## src/hdl/grr_pkg.sv

```systemverilog
`default_nettype none
package grr_pkg;

	// register map
	localparam int          NUM_REGS       = 5;
	localparam int          APB_ADDR_W     = 5;
	localparam int          APB_DATA_W     = 32;
	localparam logic [2:0]  REG_FG_COLOR   = 3'd0;
	localparam logic [2:0]  REG_BG_COLOR   = 3'd1;
	localparam logic [2:0]  REG_SCALE      = 3'd2;
	localparam logic [2:0]  REG_SCR_WIDTH  = 3'd3;
	localparam logic [2:0]  REG_SCR_HEIGHT = 3'd4;

	// register reset values
	localparam logic [15:0] FG_COLOR_RST   = 16'hFFFF;
	localparam logic [15:0] BG_COLOR_RST   = 16'h0000;
	localparam logic [7:0]  SCALE_RST      = 8'd1;
	localparam logic [10:0] SCR_WIDTH_RST  = 11'd320;
	localparam logic [10:0] SCR_HEIGHT_RST = 11'd240;

	// default clipping limit
	localparam int          MAX_SCREEN_DIM_DEF = 1024;

	// font geometry
	localparam int          GLYPH_COLS   = 5;
	localparam int          GLYPH_ROWS   = 7;
	localparam int          GLYPH_BITS   = GLYPH_COLS * GLYPH_ROWS;
	localparam int          GLYPH_COUNT  = 59;
	localparam logic [3:0]  CELL_W_MUL   = 4'd6;
	localparam logic [3:0]  CELL_H_MUL   = 4'd7;

	// character classes
	localparam logic [7:0]  CHAR_FIRST   = 8'd32;
	localparam logic [7:0]  CHAR_LAST    = 8'd90;
	localparam logic [7:0]  CHAR_SUB     = 8'h3F;
	localparam logic [7:0]  LOWER_FIRST  = 8'h61;
	localparam logic [7:0]  LOWER_LAST   = 8'h7A;
	localparam logic [7:0]  CASE_OFFSET  = 8'd32;

	// command queue between front and back
	localparam int          QUEUE_DEPTH  = 2;

	typedef struct packed {
		logic [15:0] fg_color;
		logic [15:0] bg_color;
		logic [7:0]  glyph_scale;
		logic [10:0] screen_width;
		logic [10:0] screen_height;
	} cfg_t;

	typedef struct packed {
		logic [15:0]           x;
		logic [15:0]           y;
		logic [GLYPH_BITS-1:0] glyph;
	} cmd_t;

	typedef struct packed {
		logic [9:0]  x;
		logic [9:0]  y;
		logic [10:0] w;
		logic [10:0] h;
		logic [15:0] color;
	} rect_t;

	// column bytes, rightmost column in the top byte, bit 0 = top row
	localparam logic [39:0] GLYPH_ROM [0:GLYPH_COUNT-1] = '{
		40'h00_00_00_00_00, 40'h00_00_5F_00_00, 40'h00_07_00_07_00,
		40'h14_7F_14_7F_14, 40'h12_2A_7F_2A_24, 40'h62_64_08_13_23,
		40'h50_22_55_49_36, 40'h00_00_03_05_00, 40'h00_41_22_1C_00,
		40'h00_1C_22_41_00, 40'h08_2A_1C_2A_08, 40'h08_08_3E_08_08,
		40'h00_00_30_50_00, 40'h08_08_08_08_08, 40'h00_00_60_60_00,
		40'h02_04_08_10_20, 40'h3E_45_49_51_3E, 40'h00_40_7F_42_00,
		40'h46_49_51_61_42, 40'h31_4B_45_41_21, 40'h10_7F_12_14_18,
		40'h39_45_45_45_27, 40'h30_49_49_4A_3C, 40'h03_05_09_71_01,
		40'h36_49_49_49_36, 40'h1E_29_49_49_06, 40'h00_00_36_36_00,
		40'h00_00_36_56_00, 40'h00_41_22_14_08, 40'h14_14_14_14_14,
		40'h08_14_22_41_00, 40'h06_09_51_01_02, 40'h3E_41_79_49_32,
		40'h7E_11_11_11_7E, 40'h36_49_49_49_7F, 40'h22_41_41_41_3E,
		40'h1C_22_41_41_7F, 40'h41_49_49_49_7F, 40'h01_09_09_09_7F,
		40'h7A_49_49_41_3E, 40'h7F_08_08_08_7F, 40'h00_41_7F_41_00,
		40'h01_3F_41_40_20, 40'h41_22_14_08_7F, 40'h40_40_40_40_7F,
		40'h7F_02_0C_02_7F, 40'h7F_10_08_04_7F, 40'h3E_41_41_41_3E,
		40'h06_09_09_09_7F, 40'h5E_21_51_41_3E, 40'h46_29_19_09_7F,
		40'h31_49_49_49_46, 40'h01_01_7F_01_01, 40'h3F_40_40_40_3F,
		40'h1F_20_40_20_1F, 40'h3F_40_38_40_3F, 40'h63_14_08_14_63,
		40'h07_08_70_08_07, 40'h43_45_49_51_61
	};

	// glyph cells packed column-major, bit 0 = column 0 row 0
	function automatic logic [GLYPH_BITS-1:0] glyph_bits(input logic [5:0] idx);
		logic [39:0] e;
		e = (idx < 6'(GLYPH_COUNT)) ? GLYPH_ROM[idx] : 40'h0;
		return {e[38:32], e[30:24], e[22:16], e[14:8], e[6:0]};
	endfunction

endpackage
`default_nettype wire

```

## src/hdl/grr_ifs.sv

```systemverilog
`default_nettype none
// character channel
interface grr_in_if;
	logic        valid;
	logic        ready;
	logic [7:0]  char_code;
	logic        new_string;
	logic [15:0] start_x;
	logic [15:0] start_y;

	modport source (output valid, char_code, new_string, start_x, start_y, input ready);
	modport sink (input valid, char_code, new_string, start_x, start_y, output ready);
endinterface

// rectangle command channel
interface grr_out_if;
	logic        valid;
	logic        ready;
	logic [9:0]  rect_x;
	logic [9:0]  rect_y;
	logic [10:0] rect_width;
	logic [10:0] rect_height;
	logic [15:0] rect_color;
	logic        is_last;

	modport source (output valid, rect_x, rect_y, rect_width, rect_height, rect_color,
		is_last, input ready);
	modport sink (input valid, rect_x, rect_y, rect_width, rect_height, rect_color,
		is_last, output ready);
endinterface
`default_nettype wire

```

## src/hdl/grr_regs.sv

```systemverilog
`default_nettype none
module grr_regs (
	input  wire logic                            clk,
	input  wire logic                            arst_n,
	input  wire logic                            psel,
	input  wire logic                            penable,
	input  wire logic                            pwrite,
	input  wire logic [grr_pkg::APB_ADDR_W-1:0]  paddr,
	input  wire logic [grr_pkg::APB_DATA_W-1:0]  pwdata,
	output logic      [grr_pkg::APB_DATA_W-1:0]  prdata,
	output logic                                 pready,
	output grr_pkg::cfg_t                        cfg
);
	import grr_pkg::*;

	cfg_t       cfg_q;
	logic [2:0] reg_idx;
	logic       wr_en;

	assign pready  = 1'b1;
	assign reg_idx = paddr[APB_ADDR_W-1:2];
	assign wr_en   = psel && penable && pwrite && pready;
	assign cfg     = cfg_q;

	// register writes
	always_ff @(posedge clk or negedge arst_n) begin
		if (!arst_n) begin
			cfg_q.fg_color      <= FG_COLOR_RST;
			cfg_q.bg_color      <= BG_COLOR_RST;
			cfg_q.glyph_scale   <= SCALE_RST;
			cfg_q.screen_width  <= SCR_WIDTH_RST;
			cfg_q.screen_height <= SCR_HEIGHT_RST;
		end else if (wr_en) begin
			unique case (reg_idx)
				REG_FG_COLOR:   cfg_q.fg_color      <= pwdata[15:0];
				REG_BG_COLOR:   cfg_q.bg_color      <= pwdata[15:0];
				REG_SCALE:      cfg_q.glyph_scale   <= pwdata[7:0];
				REG_SCR_WIDTH:  cfg_q.screen_width  <= pwdata[10:0];
				REG_SCR_HEIGHT: cfg_q.screen_height <= pwdata[10:0];
				default: ;
			endcase
		end
	end

	// read mux
	always_comb begin
		unique case (reg_idx)
			REG_FG_COLOR:   prdata = APB_DATA_W'(cfg_q.fg_color);
			REG_BG_COLOR:   prdata = APB_DATA_W'(cfg_q.bg_color);
			REG_SCALE:      prdata = APB_DATA_W'(cfg_q.glyph_scale);
			REG_SCR_WIDTH:  prdata = APB_DATA_W'(cfg_q.screen_width);
			REG_SCR_HEIGHT: prdata = APB_DATA_W'(cfg_q.screen_height);
			default:        prdata = '0;
		endcase
	end

endmodule
`default_nettype wire

```

## src/hdl/grr_front.sv

```systemverilog
`default_nettype none
module grr_front (
	input  wire logic           clk,
	input  wire logic           arst_n,
	input  wire grr_pkg::cfg_t  cfg,
	grr_in_if.sink              char_in,
	output grr_pkg::cmd_t       cmd,
	output logic                cmd_valid,
	input  wire logic           cmd_ready
);
	import grr_pkg::*;

	logic [15:0] cursor_x_q;
	logic [15:0] cursor_y_q;
	logic [15:0] pos_x;
	logic [15:0] pos_y;
	logic [7:0]  code;
	logic [10:0] advance;
	logic        take;

	assign take          = char_in.valid && cmd_ready;
	assign char_in.ready = cmd_ready;
	assign cmd_valid     = char_in.valid;

	// cursor source and case folding
	always_comb begin
		pos_x = char_in.new_string ? char_in.start_x : cursor_x_q;
		pos_y = char_in.new_string ? char_in.start_y : cursor_y_q;
		code  = char_in.char_code;
		if (code >= LOWER_FIRST && code <= LOWER_LAST) begin
			code = code - CASE_OFFSET;
		end
		if (code < CHAR_FIRST || code > CHAR_LAST) begin
			code = CHAR_SUB;
		end
		advance   = {3'b000, cfg.glyph_scale} * {7'b0, CELL_W_MUL};
		cmd.x     = pos_x;
		cmd.y     = pos_y;
		cmd.glyph = glyph_bits(6'(code - CHAR_FIRST));
	end

	// cursor moves one cell per transfer
	always_ff @(posedge clk or negedge arst_n) begin
		if (!arst_n) begin
			cursor_x_q <= '0;
			cursor_y_q <= '0;
		end else if (take) begin
			cursor_x_q <= pos_x + {5'b0, advance};
			cursor_y_q <= pos_y;
		end
	end

endmodule
`default_nettype wire

```

## src/hdl/grr_queue.sv

```systemverilog
`default_nettype none
module grr_queue (
	input  wire logic          clk,
	input  wire logic          arst_n,
	input  wire grr_pkg::cmd_t wr_data,
	input  wire logic          wr_valid,
	output logic               wr_ready,
	output grr_pkg::cmd_t      rd_data,
	output logic               rd_valid,
	input  wire logic          rd_ready
);
	import grr_pkg::*;

	localparam int PTR_W = (QUEUE_DEPTH > 1) ? $clog2(QUEUE_DEPTH) : 1;
	localparam int CNT_W = $clog2(QUEUE_DEPTH + 1);

	cmd_t             mem_q [0:QUEUE_DEPTH-1];
	logic [PTR_W-1:0] wr_ptr_q;
	logic [PTR_W-1:0] rd_ptr_q;
	logic [CNT_W-1:0] count_q;
	logic             push;
	logic             pop;

	assign wr_ready = count_q != CNT_W'(QUEUE_DEPTH);
	assign rd_valid = count_q != '0;
	assign push     = wr_valid && wr_ready;
	assign pop      = rd_valid && rd_ready;
	assign rd_data  = mem_q[rd_ptr_q];

	// storage
	always_ff @(posedge clk) begin
		if (push) begin
			mem_q[wr_ptr_q] <= wr_data;
		end
	end

	// pointers and fill level
	always_ff @(posedge clk or negedge arst_n) begin
		if (!arst_n) begin
			wr_ptr_q <= '0;
			rd_ptr_q <= '0;
			count_q  <= '0;
		end else begin
			if (push) begin
				wr_ptr_q <= (wr_ptr_q == PTR_W'(QUEUE_DEPTH - 1)) ? '0 : wr_ptr_q + 1'b1;
			end
			if (pop) begin
				rd_ptr_q <= (rd_ptr_q == PTR_W'(QUEUE_DEPTH - 1)) ? '0 : rd_ptr_q + 1'b1;
			end
			if (push && !pop) begin
				count_q <= count_q + 1'b1;
			end else if (pop && !push) begin
				count_q <= count_q - 1'b1;
			end
		end
	end

endmodule
`default_nettype wire

```

## src/hdl/grr_back.sv

```systemverilog
`default_nettype none
module grr_back #(
	parameter int MAX_SCREEN_DIM = grr_pkg::MAX_SCREEN_DIM_DEF
) (
	input  wire logic          clk,
	input  wire logic          arst_n,
	input  wire grr_pkg::cfg_t cfg,
	input  wire grr_pkg::cmd_t cmd,
	input  wire logic          cmd_valid,
	output logic               cmd_ready,
	grr_out_if.source          rect_out
);
	import grr_pkg::*;

	// clip arithmetic width: 16-bit coordinate plus carry
	localparam int         CW       = 17;
	localparam logic [2:0] LAST_COL = 3'(GLYPH_COLS - 1);
	localparam logic [2:0] LAST_ROW = 3'(GLYPH_ROWS - 1);
	localparam logic [CW-1:0] DIM_MAX = CW'(MAX_SCREEN_DIM);

	// scanner state
	logic                  busy_q;
	logic                  bg_q;
	logic [2:0]            col_q;
	logic [2:0]            row_q;
	logic [15:0]           base_x_q;
	logic [15:0]           base_y_q;
	logic [15:0]           cx_q;
	logic [15:0]           ry_q;
	logic [GLYPH_BITS-1:0] glyph_q;

	// one-deep hold so the last rectangle of a character can be marked
	logic                  pend_v_q;
	logic                  pend_done_q;
	rect_t                 pend_q;

	// output register
	logic                  out_v_q;
	logic                  out_last_q;
	rect_t                 out_q;

	logic [10:0]           cell_w;
	logic [10:0]           cell_h;
	logic [15:0]           cand_x;
	logic [15:0]           cand_y;
	logic [10:0]           cand_w;
	logic [10:0]           cand_h;
	logic [15:0]           cand_color;
	logic                  cand_bit;
	logic                  cand_v;
	rect_t                 cand;
	logic [CW-1:0]         sw_e;
	logic [CW-1:0]         sh_e;
	logic [CW-1:0]         xe;
	logic [CW-1:0]         ye;
	logic [CW-1:0]         x_end;
	logic [CW-1:0]         y_end;
	logic [CW-1:0]         w_clip;
	logic [CW-1:0]         h_clip;
	logic                  final_step;
	logic                  out_free;
	logic                  adv;
	logic                  push;
	logic                  load;

	// candidate rectangle for the current step
	always_comb begin
		cell_w     = {3'b000, cfg.glyph_scale} * {7'b0, CELL_W_MUL};
		cell_h     = {3'b000, cfg.glyph_scale} * {7'b0, CELL_H_MUL};
		cand_x     = bg_q ? base_x_q : cx_q;
		cand_y     = bg_q ? base_y_q : ry_q;
		cand_w     = bg_q ? cell_w : {3'b000, cfg.glyph_scale};
		cand_h     = bg_q ? cell_h : {3'b000, cfg.glyph_scale};
		cand_color = bg_q ? cfg.bg_color : cfg.fg_color;
		cand_bit   = bg_q || glyph_q[0];
		final_step = !bg_q && col_q == LAST_COL && row_q == LAST_ROW;
	end

	// clip against the screen
	always_comb begin
		sw_e   = (CW'(cfg.screen_width) > DIM_MAX) ? DIM_MAX : CW'(cfg.screen_width);
		sh_e   = (CW'(cfg.screen_height) > DIM_MAX) ? DIM_MAX : CW'(cfg.screen_height);
		xe     = CW'(cand_x);
		ye     = CW'(cand_y);
		x_end  = xe + CW'(cand_w);
		y_end  = ye + CW'(cand_h);
		w_clip = (x_end > sw_e) ? sw_e - xe : CW'(cand_w);
		h_clip = (y_end > sh_e) ? sh_e - ye : CW'(cand_h);
		cand_v = busy_q && cand_bit && cfg.glyph_scale != '0 && xe < sw_e && ye < sh_e;
		cand.x     = cand_x[9:0];
		cand.y     = cand_y[9:0];
		cand.w     = w_clip[10:0];
		cand.h     = h_clip[10:0];
		cand.color = cand_color;
	end

	// flow control
	assign out_free  = !out_v_q || rect_out.ready;
	assign adv       = busy_q && (out_free || !(pend_v_q && (pend_done_q || cand_v)));
	assign push      = out_free && pend_v_q && (pend_done_q || (busy_q && cand_v));
	assign load      = cmd_valid && (!busy_q || (adv && final_step));
	assign cmd_ready = load;

	// scanner control
	always_ff @(posedge clk or negedge arst_n) begin
		if (!arst_n) begin
			busy_q <= 1'b0;
			bg_q   <= 1'b0;
			col_q  <= '0;
			row_q  <= '0;
		end else if (load) begin
			busy_q <= 1'b1;
			bg_q   <= 1'b1;
			col_q  <= '0;
			row_q  <= '0;
		end else if (adv) begin
			if (final_step) begin
				busy_q <= 1'b0;
			end else if (bg_q) begin
				bg_q <= 1'b0;
			end else if (row_q == LAST_ROW) begin
				row_q <= '0;
				col_q <= col_q + 1'b1;
			end else begin
				row_q <= row_q + 1'b1;
			end
		end
	end

	// scanner positions and glyph shift
	always_ff @(posedge clk) begin
		if (load) begin
			base_x_q <= cmd.x;
			base_y_q <= cmd.y;
			glyph_q  <= cmd.glyph;
		end else if (adv && !final_step) begin
			if (bg_q) begin
				cx_q <= base_x_q;
				ry_q <= base_y_q;
			end else begin
				glyph_q <= glyph_q >> 1;
				if (row_q == LAST_ROW) begin
					ry_q <= base_y_q;
					cx_q <= cx_q + {8'b0, cfg.glyph_scale};
				end else begin
					ry_q <= ry_q + {8'b0, cfg.glyph_scale};
				end
			end
		end
	end

	// hold register control
	always_ff @(posedge clk or negedge arst_n) begin
		if (!arst_n) begin
			pend_v_q    <= 1'b0;
			pend_done_q <= 1'b0;
		end else begin
			if (adv && cand_v) begin
				pend_v_q    <= 1'b1;
				pend_done_q <= final_step;
			end else if (push) begin
				pend_v_q    <= 1'b0;
				pend_done_q <= 1'b0;
			end else if (adv && final_step && pend_v_q && !pend_done_q) begin
				pend_done_q <= 1'b1;
			end
		end
	end

	always_ff @(posedge clk) begin
		if (adv && cand_v) begin
			pend_q <= cand;
		end
	end

	// output register
	always_ff @(posedge clk or negedge arst_n) begin
		if (!arst_n) begin
			out_v_q <= 1'b0;
		end else if (push) begin
			out_v_q <= 1'b1;
		end else if (rect_out.ready) begin
			out_v_q <= 1'b0;
		end
	end

	always_ff @(posedge clk) begin
		if (push) begin
			out_q      <= pend_q;
			out_last_q <= pend_done_q;
		end
	end

	assign rect_out.valid       = out_v_q;
	assign rect_out.rect_x      = out_q.x;
	assign rect_out.rect_y      = out_q.y;
	assign rect_out.rect_width  = out_q.w;
	assign rect_out.rect_height = out_q.h;
	assign rect_out.rect_color  = out_q.color;
	assign rect_out.is_last     = out_last_q;

`ifndef SYNTHESIS
	// a finished mark only sits on a held rectangle
	a_done_has_rect: assert property (@(posedge clk) disable iff (!arst_n)
		pend_done_q |-> pend_v_q)
		else $error("hold register marked last while empty");

	// a held rectangle is marked last once its character ends without a newer one
	a_mark_last: assert property (@(posedge clk) disable iff (!arst_n)
		(adv && final_step && !cand_v && pend_v_q && !pend_done_q) |=> pend_done_q)
		else $error("last rectangle of a character not marked");

	// the glyph counters stay inside the cell grid
	a_grid: assert property (@(posedge clk) disable iff (!arst_n)
		busy_q |-> (col_q <= LAST_COL && row_q <= LAST_ROW))
		else $error("glyph scan counter out of range");

	// an emitted rectangle is never empty
	a_nonempty: assert property (@(posedge clk) disable iff (!arst_n)
		out_v_q |-> (out_q.w != '0 && out_q.h != '0))
		else $error("empty rectangle emitted");
`endif

endmodule
`default_nettype wire

```

## src/hdl/glyph_to_rect_renderer.sv

```systemverilog
`default_nettype none
// Character renderer for a 5x7 column font: each character transfer yields a
// background cell of 6*scale by 7*scale followed by one scale-sized square per
// lit font pixel, column by column, all clipped to the screen and tagged is_last
// on the final one. The front takes a character per cycle, while the two-entry
// command queue has room, and updates the cursor at once; the back scanner then
// takes one step for the background and one per font cell, with one rectangle
// leaving the output register per cycle at most, while the output is not stalled.
// Characters whose rectangles all fall off screen still take every scanner step.
// No clearing pass follows reset.
module glyph_to_rect_renderer #(
	parameter int MAX_SCREEN_DIM = grr_pkg::MAX_SCREEN_DIM_DEF
) (
	input  wire logic                            clk,
	input  wire logic                            arst_n,
	input  wire logic                            psel,
	input  wire logic                            penable,
	input  wire logic                            pwrite,
	input  wire logic [grr_pkg::APB_ADDR_W-1:0]  paddr,
	input  wire logic [grr_pkg::APB_DATA_W-1:0]  pwdata,
	output logic      [grr_pkg::APB_DATA_W-1:0]  prdata,
	output logic                                 pready,
	grr_in_if.sink                               char_in,
	grr_out_if.source                            rect_out
);
	import grr_pkg::*;

	cfg_t cfg;
	cmd_t front_cmd;
	cmd_t back_cmd;
	logic front_valid;
	logic front_ready;
	logic back_valid;
	logic back_ready;

	// configuration registers
	grr_regs u_regs (
		.clk     (clk),
		.arst_n  (arst_n),
		.psel    (psel),
		.penable (penable),
		.pwrite  (pwrite),
		.paddr   (paddr),
		.pwdata  (pwdata),
		.prdata  (prdata),
		.pready  (pready),
		.cfg     (cfg)
	);

	// character intake and cursor
	grr_front u_front (
		.clk       (clk),
		.arst_n    (arst_n),
		.cfg       (cfg),
		.char_in   (char_in),
		.cmd       (front_cmd),
		.cmd_valid (front_valid),
		.cmd_ready (front_ready)
	);

	// command queue
	grr_queue u_queue (
		.clk      (clk),
		.arst_n   (arst_n),
		.wr_data  (front_cmd),
		.wr_valid (front_valid),
		.wr_ready (front_ready),
		.rd_data  (back_cmd),
		.rd_valid (back_valid),
		.rd_ready (back_ready)
	);

	// rectangle scanner and clipper
	grr_back #(
		.MAX_SCREEN_DIM (MAX_SCREEN_DIM)
	) u_back (
		.clk       (clk),
		.arst_n    (arst_n),
		.cfg       (cfg),
		.cmd       (back_cmd),
		.cmd_valid (back_valid),
		.cmd_ready (back_ready),
		.rect_out  (rect_out)
	);

endmodule
`default_nettype wire
```

## src/flat_wrapper.sv

```systemverilog
// flat-port wrapper written by rule: the top's interface ports become plain ports
module glyph_to_rect_renderer_flat import grr_pkg::*;
#(
	parameter int MAX_SCREEN_DIM = grr_pkg::MAX_SCREEN_DIM_DEF
)
  (clk, arst_n, psel, penable, pwrite, paddr, pwdata, prdata, pready, char_in_valid, char_in_char_code, char_in_new_string, char_in_start_x, char_in_start_y, char_in_ready, rect_out_valid, rect_out_rect_x, rect_out_rect_y, rect_out_rect_width, rect_out_rect_height, rect_out_rect_color, rect_out_is_last, rect_out_ready);
  grr_in_if char_in_i ();
  grr_out_if rect_out_i ();
  input  wire logic clk;
  input  wire logic arst_n;
  input  wire logic psel;
  input  wire logic penable;
  input  wire logic pwrite;
  input  wire logic [grr_pkg::APB_ADDR_W-1:0] paddr;
  input  wire logic [grr_pkg::APB_DATA_W-1:0] pwdata;
  output logic      [grr_pkg::APB_DATA_W-1:0] prdata;
  output logic pready;
  input wire logic [$bits(char_in_i.valid)-1:0] char_in_valid;
  input wire logic [$bits(char_in_i.char_code)-1:0] char_in_char_code;
  input wire logic [$bits(char_in_i.new_string)-1:0] char_in_new_string;
  input wire logic [$bits(char_in_i.start_x)-1:0] char_in_start_x;
  input wire logic [$bits(char_in_i.start_y)-1:0] char_in_start_y;
  output wire logic [$bits(char_in_i.ready)-1:0] char_in_ready;
  output wire logic [$bits(rect_out_i.valid)-1:0] rect_out_valid;
  output wire logic [$bits(rect_out_i.rect_x)-1:0] rect_out_rect_x;
  output wire logic [$bits(rect_out_i.rect_y)-1:0] rect_out_rect_y;
  output wire logic [$bits(rect_out_i.rect_width)-1:0] rect_out_rect_width;
  output wire logic [$bits(rect_out_i.rect_height)-1:0] rect_out_rect_height;
  output wire logic [$bits(rect_out_i.rect_color)-1:0] rect_out_rect_color;
  output wire logic [$bits(rect_out_i.is_last)-1:0] rect_out_is_last;
  input wire logic [$bits(rect_out_i.ready)-1:0] rect_out_ready;
  assign char_in_i.valid = char_in_valid;
  assign char_in_i.char_code = char_in_char_code;
  assign char_in_i.new_string = char_in_new_string;
  assign char_in_i.start_x = char_in_start_x;
  assign char_in_i.start_y = char_in_start_y;
  assign char_in_ready = char_in_i.ready;
  assign rect_out_valid = rect_out_i.valid;
  assign rect_out_rect_x = rect_out_i.rect_x;
  assign rect_out_rect_y = rect_out_i.rect_y;
  assign rect_out_rect_width = rect_out_i.rect_width;
  assign rect_out_rect_height = rect_out_i.rect_height;
  assign rect_out_rect_color = rect_out_i.rect_color;
  assign rect_out_is_last = rect_out_i.is_last;
  assign rect_out_i.ready = rect_out_ready;
  glyph_to_rect_renderer #(.MAX_SCREEN_DIM(MAX_SCREEN_DIM)) u_core (.clk(clk), .arst_n(arst_n), .psel(psel), .penable(penable), .pwrite(pwrite), .paddr(paddr), .pwdata(pwdata), .prdata(prdata), .pready(pready), .char_in(char_in_i), .rect_out(rect_out_i));
endmodule
```

## config.mk

```make
export PLATFORM = sky130hd
export DESIGN_NAME = glyph_to_rect_renderer_flat
export DESIGN_NICKNAME = d
export VERILOG_FILES = /design/src/hdl/grr_pkg.sv /design/src/hdl/grr_ifs.sv /design/src/hdl/grr_regs.sv /design/src/hdl/grr_front.sv /design/src/hdl/grr_queue.sv /design/src/hdl/grr_back.sv /design/src/hdl/glyph_to_rect_renderer.sv /design/src/flat_wrapper.sv
export SDC_FILE = /design/constraint.sdc
export NUM_CORES = 1
export LEC_CHECK = 0
export BUFFER_PORTS_ARGS = -buffer_cell sky130_fd_sc_hd__buf_2
export CORE_MARGIN = 2
export CORE_UTILIZATION = 60
export CTS_CLUSTER_SIZE = 20
export DETAILED_ROUTE_END_ITERATION = 12
export PLACE_DENSITY = 0.89
export SLEW_MARGIN = 20
export SYNTH_ARGS = -nofsm -noshare
export SYNTH_HDL_FRONTEND = slang
export SYNTH_SLANG_ARGS = --single-unit
```

## constraint.sdc

```tcl
create_clock -name clk -period 7 [get_ports clk]
set_input_delay 0.35 -clock clk [delete_from_list [all_inputs] [get_ports clk]]
set_output_delay 0.35 -clock clk [all_outputs]
set_load 0.02 [all_outputs]
```

==> impl_results.md <==
* Post-synth top area share at 40.31%
* Chip height at between 200 and 250 µm
* Count leader, synth: edfxtp_1
* Mux share of post-synthesis cell area at 10.06%
* Routability Congestion at 0.9957
* Post-synthesis sequential area ratio at 50.88%
* CTS Sinks at about 460
* DR vias at 19,676
* Initial antenna violation count at 1
* Crit Path Max Fanout at 11
* Synth Area in Adders at 8.283%
* IO Port Bufs at 143
* Worst Path Required at 7330 ps
* Placed cells at 2,990
* Initial core utilization at 60.66%
* Synth warn at 0
* Max-slew violation count at 0
* Lkg Pwr at 11.65 nW
* H-tree level count at 2
* Slew margin rel. at between 30% and 40%
* Multi-input logic area at between 10,000 and 15,000 µm²
* Avg Inst Size Synth at roughly 11 µm²
* Setup TNS at 0 ps
* Final Net Count at 2,703
* Post-Synth Simple-Gate Area at 10.47%
* First-pass GRT wire length at 112,500 µm
* Overall routing resource usage at 32.67%
* I/O pin count at 179
* Post_cts resized at 0
* Final setup violation count at 0
* CTS buffer count at 45
* # DRC at 0
* Worst min path class: in -> reg
* Crit start category: flop
* Unique masters post-synth at 92
* Synth Instances at 2,337
* Grt ovf at 0
* Clock root cell: clkbuf_16
* Power density cells at approximately 400 nW/µm²
* Non-Filler Instances at 3,078
* Die Footprint at 45,140 µm²
* Hold-fix buffers, CTS at 1
* Fraction of layout cells with a size suffix above 1 at around a fifth
* Cell Rows at 76
* Post-Syn Area at roughly 26,000 µm²
* Unrepaired setup endpoints after global routing: false
* Dpl cell area at between 20,000 and 30,000 µm²
* Minimum clock period at 5784 ps
* Synthesized flop and latch total at 459
* Worst Tran Pin Value at slightly above 1000 ps
* Max rail drop VDD at between 300 and 400 µV
* Final period utilization at between 80% and 90%
* Post-synth ARST share at 23.75%
* Post-synth EDFFs at 350
* Synth top area cells: edfxtp_1 (40%), dfrtp_1 (8.3%), mux2_2 (7.2%)
* Final Cell Area at approximately 29,000 µm²
* Routed WL per cell at 23.72 µm
* Synth Area in XOR/XNOR at 2.419%
* DRT antenna net count at 0
* Hpwl dp at between 50,000 and 60,000 µm
* Core region area at 42,980 µm²
* Main synth FF type: edfxtp_1
* Status: completed
* DR pass1 iterations at 6
* Reg-to-reg slack, setup at 1220 ps
* Via density at between 6 and 7
* Final Power at between 10 and 15 mW
* Commonest cells post-synth: edfxtp_1 (350), nand2_1 (200), nor2_1 (169)
* Final number of hold-violating endpoints at 0
* CTS tree: yes
* Max-cap violation count at 0
* Main combinational cell family by area after synthesis: compound AO/OA/AOI/OAI gates
* Drt initial violations at 1,793
* Critical path arrival at between 6000 and 7000 ps
* Compound-Gate Fraction of Synth Area at 13.76%
* Seq. cell area at 13,270 µm²
* Fill cell count at around 3,100
* CTS clk-pin slew, worst paths at 60 ps
* Final Skew at 20.94 ps
* Post-Route Utilization at 67.56%
* Largest area contributor in the netlist: edfxtp_1
* FMAX at roughly 170 MHz
* Setup bufs post-CTS at 0
* Worst Setup End Kind: flop
* CTS Buffer Depth at 3
* WS Path Type: reg -> reg
* Pin count of the biggest net entering global routing at 109
* Area grow syn2layout at 11.37%
* Die X at 212.5 µm
* Clk Latency, worst-skew pair at 590 ps
* Vias in the first global route at 19,820
* Final wirelength at about 73,000 µm
-- cell type report --
type	count	share of cell area, %
Clock inverter	27	1.228
Sequential cell	459	45.70
Inverter	127	1.642
Clock buffer	57	4.283
Antenna cell	1	0.008617
Timing Repair Buffer	184	3.697
Tap cell	585	2.521
Multi-Input combinational cell	1638	40.92
-- placed cells by master, fill, tap and decap left out, drive strengths merged, types with 16 or more instances in the layout --
cell type / instances
dfrtp: 86
edfxtp: 350
nand2: 202
o211ai: 18
a21oi: 145
xor2: 22
nor2b: 27
and3: 16
clkbuf: 57
mux2: 167
xnor2: 50
nor3: 44
a211oi: 20
clkinv: 16
nand3: 43
o21a: 28
o22ai: 18
o21ai: 145
fa: 16
nor2: 169
mux2i: 72
buf: 183
a31oi: 21
a22oi: 21
inv: 128
a21o: 23
dfstp: 23
conb: 17
ha: 147
-- cell families (layout without fill, tap and decap cells) --
logic type / count (synthesis) / in the layout
adders and majority gates: 163 / 163
muxes: 240 / 240
xor gates and xnor gates: 72 / 72
DFF: 459 / 459
and+or+nand+nor: 590 / 590
AOI/OAI and AO/OA: 556 / 556
other: 2 / 18
buffers and inverters: 255 / 395
-- power by group --
| part | total, mW | internal, mW | switching (mW) |
|---|---|---|---|
| logic | 4.75 | 1.95 | 2.80 |
| clock network | 2.57 | 1.50 | 1.07 |
| registers | 4.20 | 3.81 | 0.397 |
-- metal layers --
metal  share of wire [%]  wire length, µm  vias up  track usage [%]
li1                    -                -     8859                -
met3                 6.6             4809      224            5.524
met2                  50            36270      887            56.57
met5                   0                0        -                0
met1                  38            28050     9706            39.39
met4                 5.3             3888        0            16.61
-- critical path, cell delays in order, from the launching register on --
cell and delay, ps:
dfstp_2 730, fa_1 460, ha_1 230, fa_1 420, a21o_1 180, a21oi_1 270, o21bai_1 110, a21oi_1 220
xor2_1 150, and2_1 190, ha_1 320, and3_1 190, a21oi_1 90, o21ai_0 150, nor2_1 180, xnor2_1 80
ha_1 290, and4_1 220, o211ai_1 100, and3_1 170, o221ai_1 170, buf_4 260, mux2_2 360
-- per-stage QoR --
stage | hold WS, ps | worst slack, ps
finish | 27.24 | 1216
global route | 15.16 | 931.4
CTS | 5.971 | 1288
detailed placement | 346.9 | 1307
global placement | 342.7 | 1383
floorplan | 54.41 | 641.1
-- sequential cells by signal, summed over array words and instances (netlist names), 2 cells and up --
signal                              cells
u_core.u_back.rect_out.rect_width      11
u_core.u_back.base_x_q                 16
u_core.u_regs.cfg                      62
u_core.u_back.pend_q                   58
u_core.u_back.rect_out.rect_y          10
u_core.u_queue.count_q                  2
u_core.u_front.cursor_x_q              16
u_core.u_back.rect_out.rect_x          10
u_core.u_back.cx_q                     16
u_core.u_back.ry_q                     16
u_core.u_back.rect_out.rect_color      16
u_core.u_back.col_q                     3
u_core.u_back.base_y_q                 16
u_core.u_back.row_q                     3
u_core.u_queue.mem_q                  134
u_core.u_back.glyph_q                  35
u_core.u_back.rect_out.rect_height     11
u_core.u_front.cursor_y_q              16
-- final timing paths --
kind | from | endpoint | depth (start not counted)
max | u_core.u_regs.cfg[22]$_DFFE_PN1P_ | u_core.u_back.pend_q[24]$_DFFE_PP_ | 22
min | pwdata[14] | u_core.u_regs.cfg[60]$_DFFE_PN1P_ | 2
max reg2reg | u_core.u_regs.cfg[22]$_DFFE_PN1P_ | u_core.u_back.pend_q[24]$_DFFE_PP_ | 22
min reg2reg | u_core.u_back.pend_q[7]$_DFFE_PP_ | u_core.u_back.rect_out.rect_color[7]$_DFFE_PP_ | 0
max in group asynchronous | arst_n | u_core.u_back.bg_q$_DFFE_PN0P_ | 3
min in group asynchronous | arst_n | u_core.u_front.cursor_x_q[15]$_DFFE_PN0P_ | 2
(Power assumes the default switching activity.)
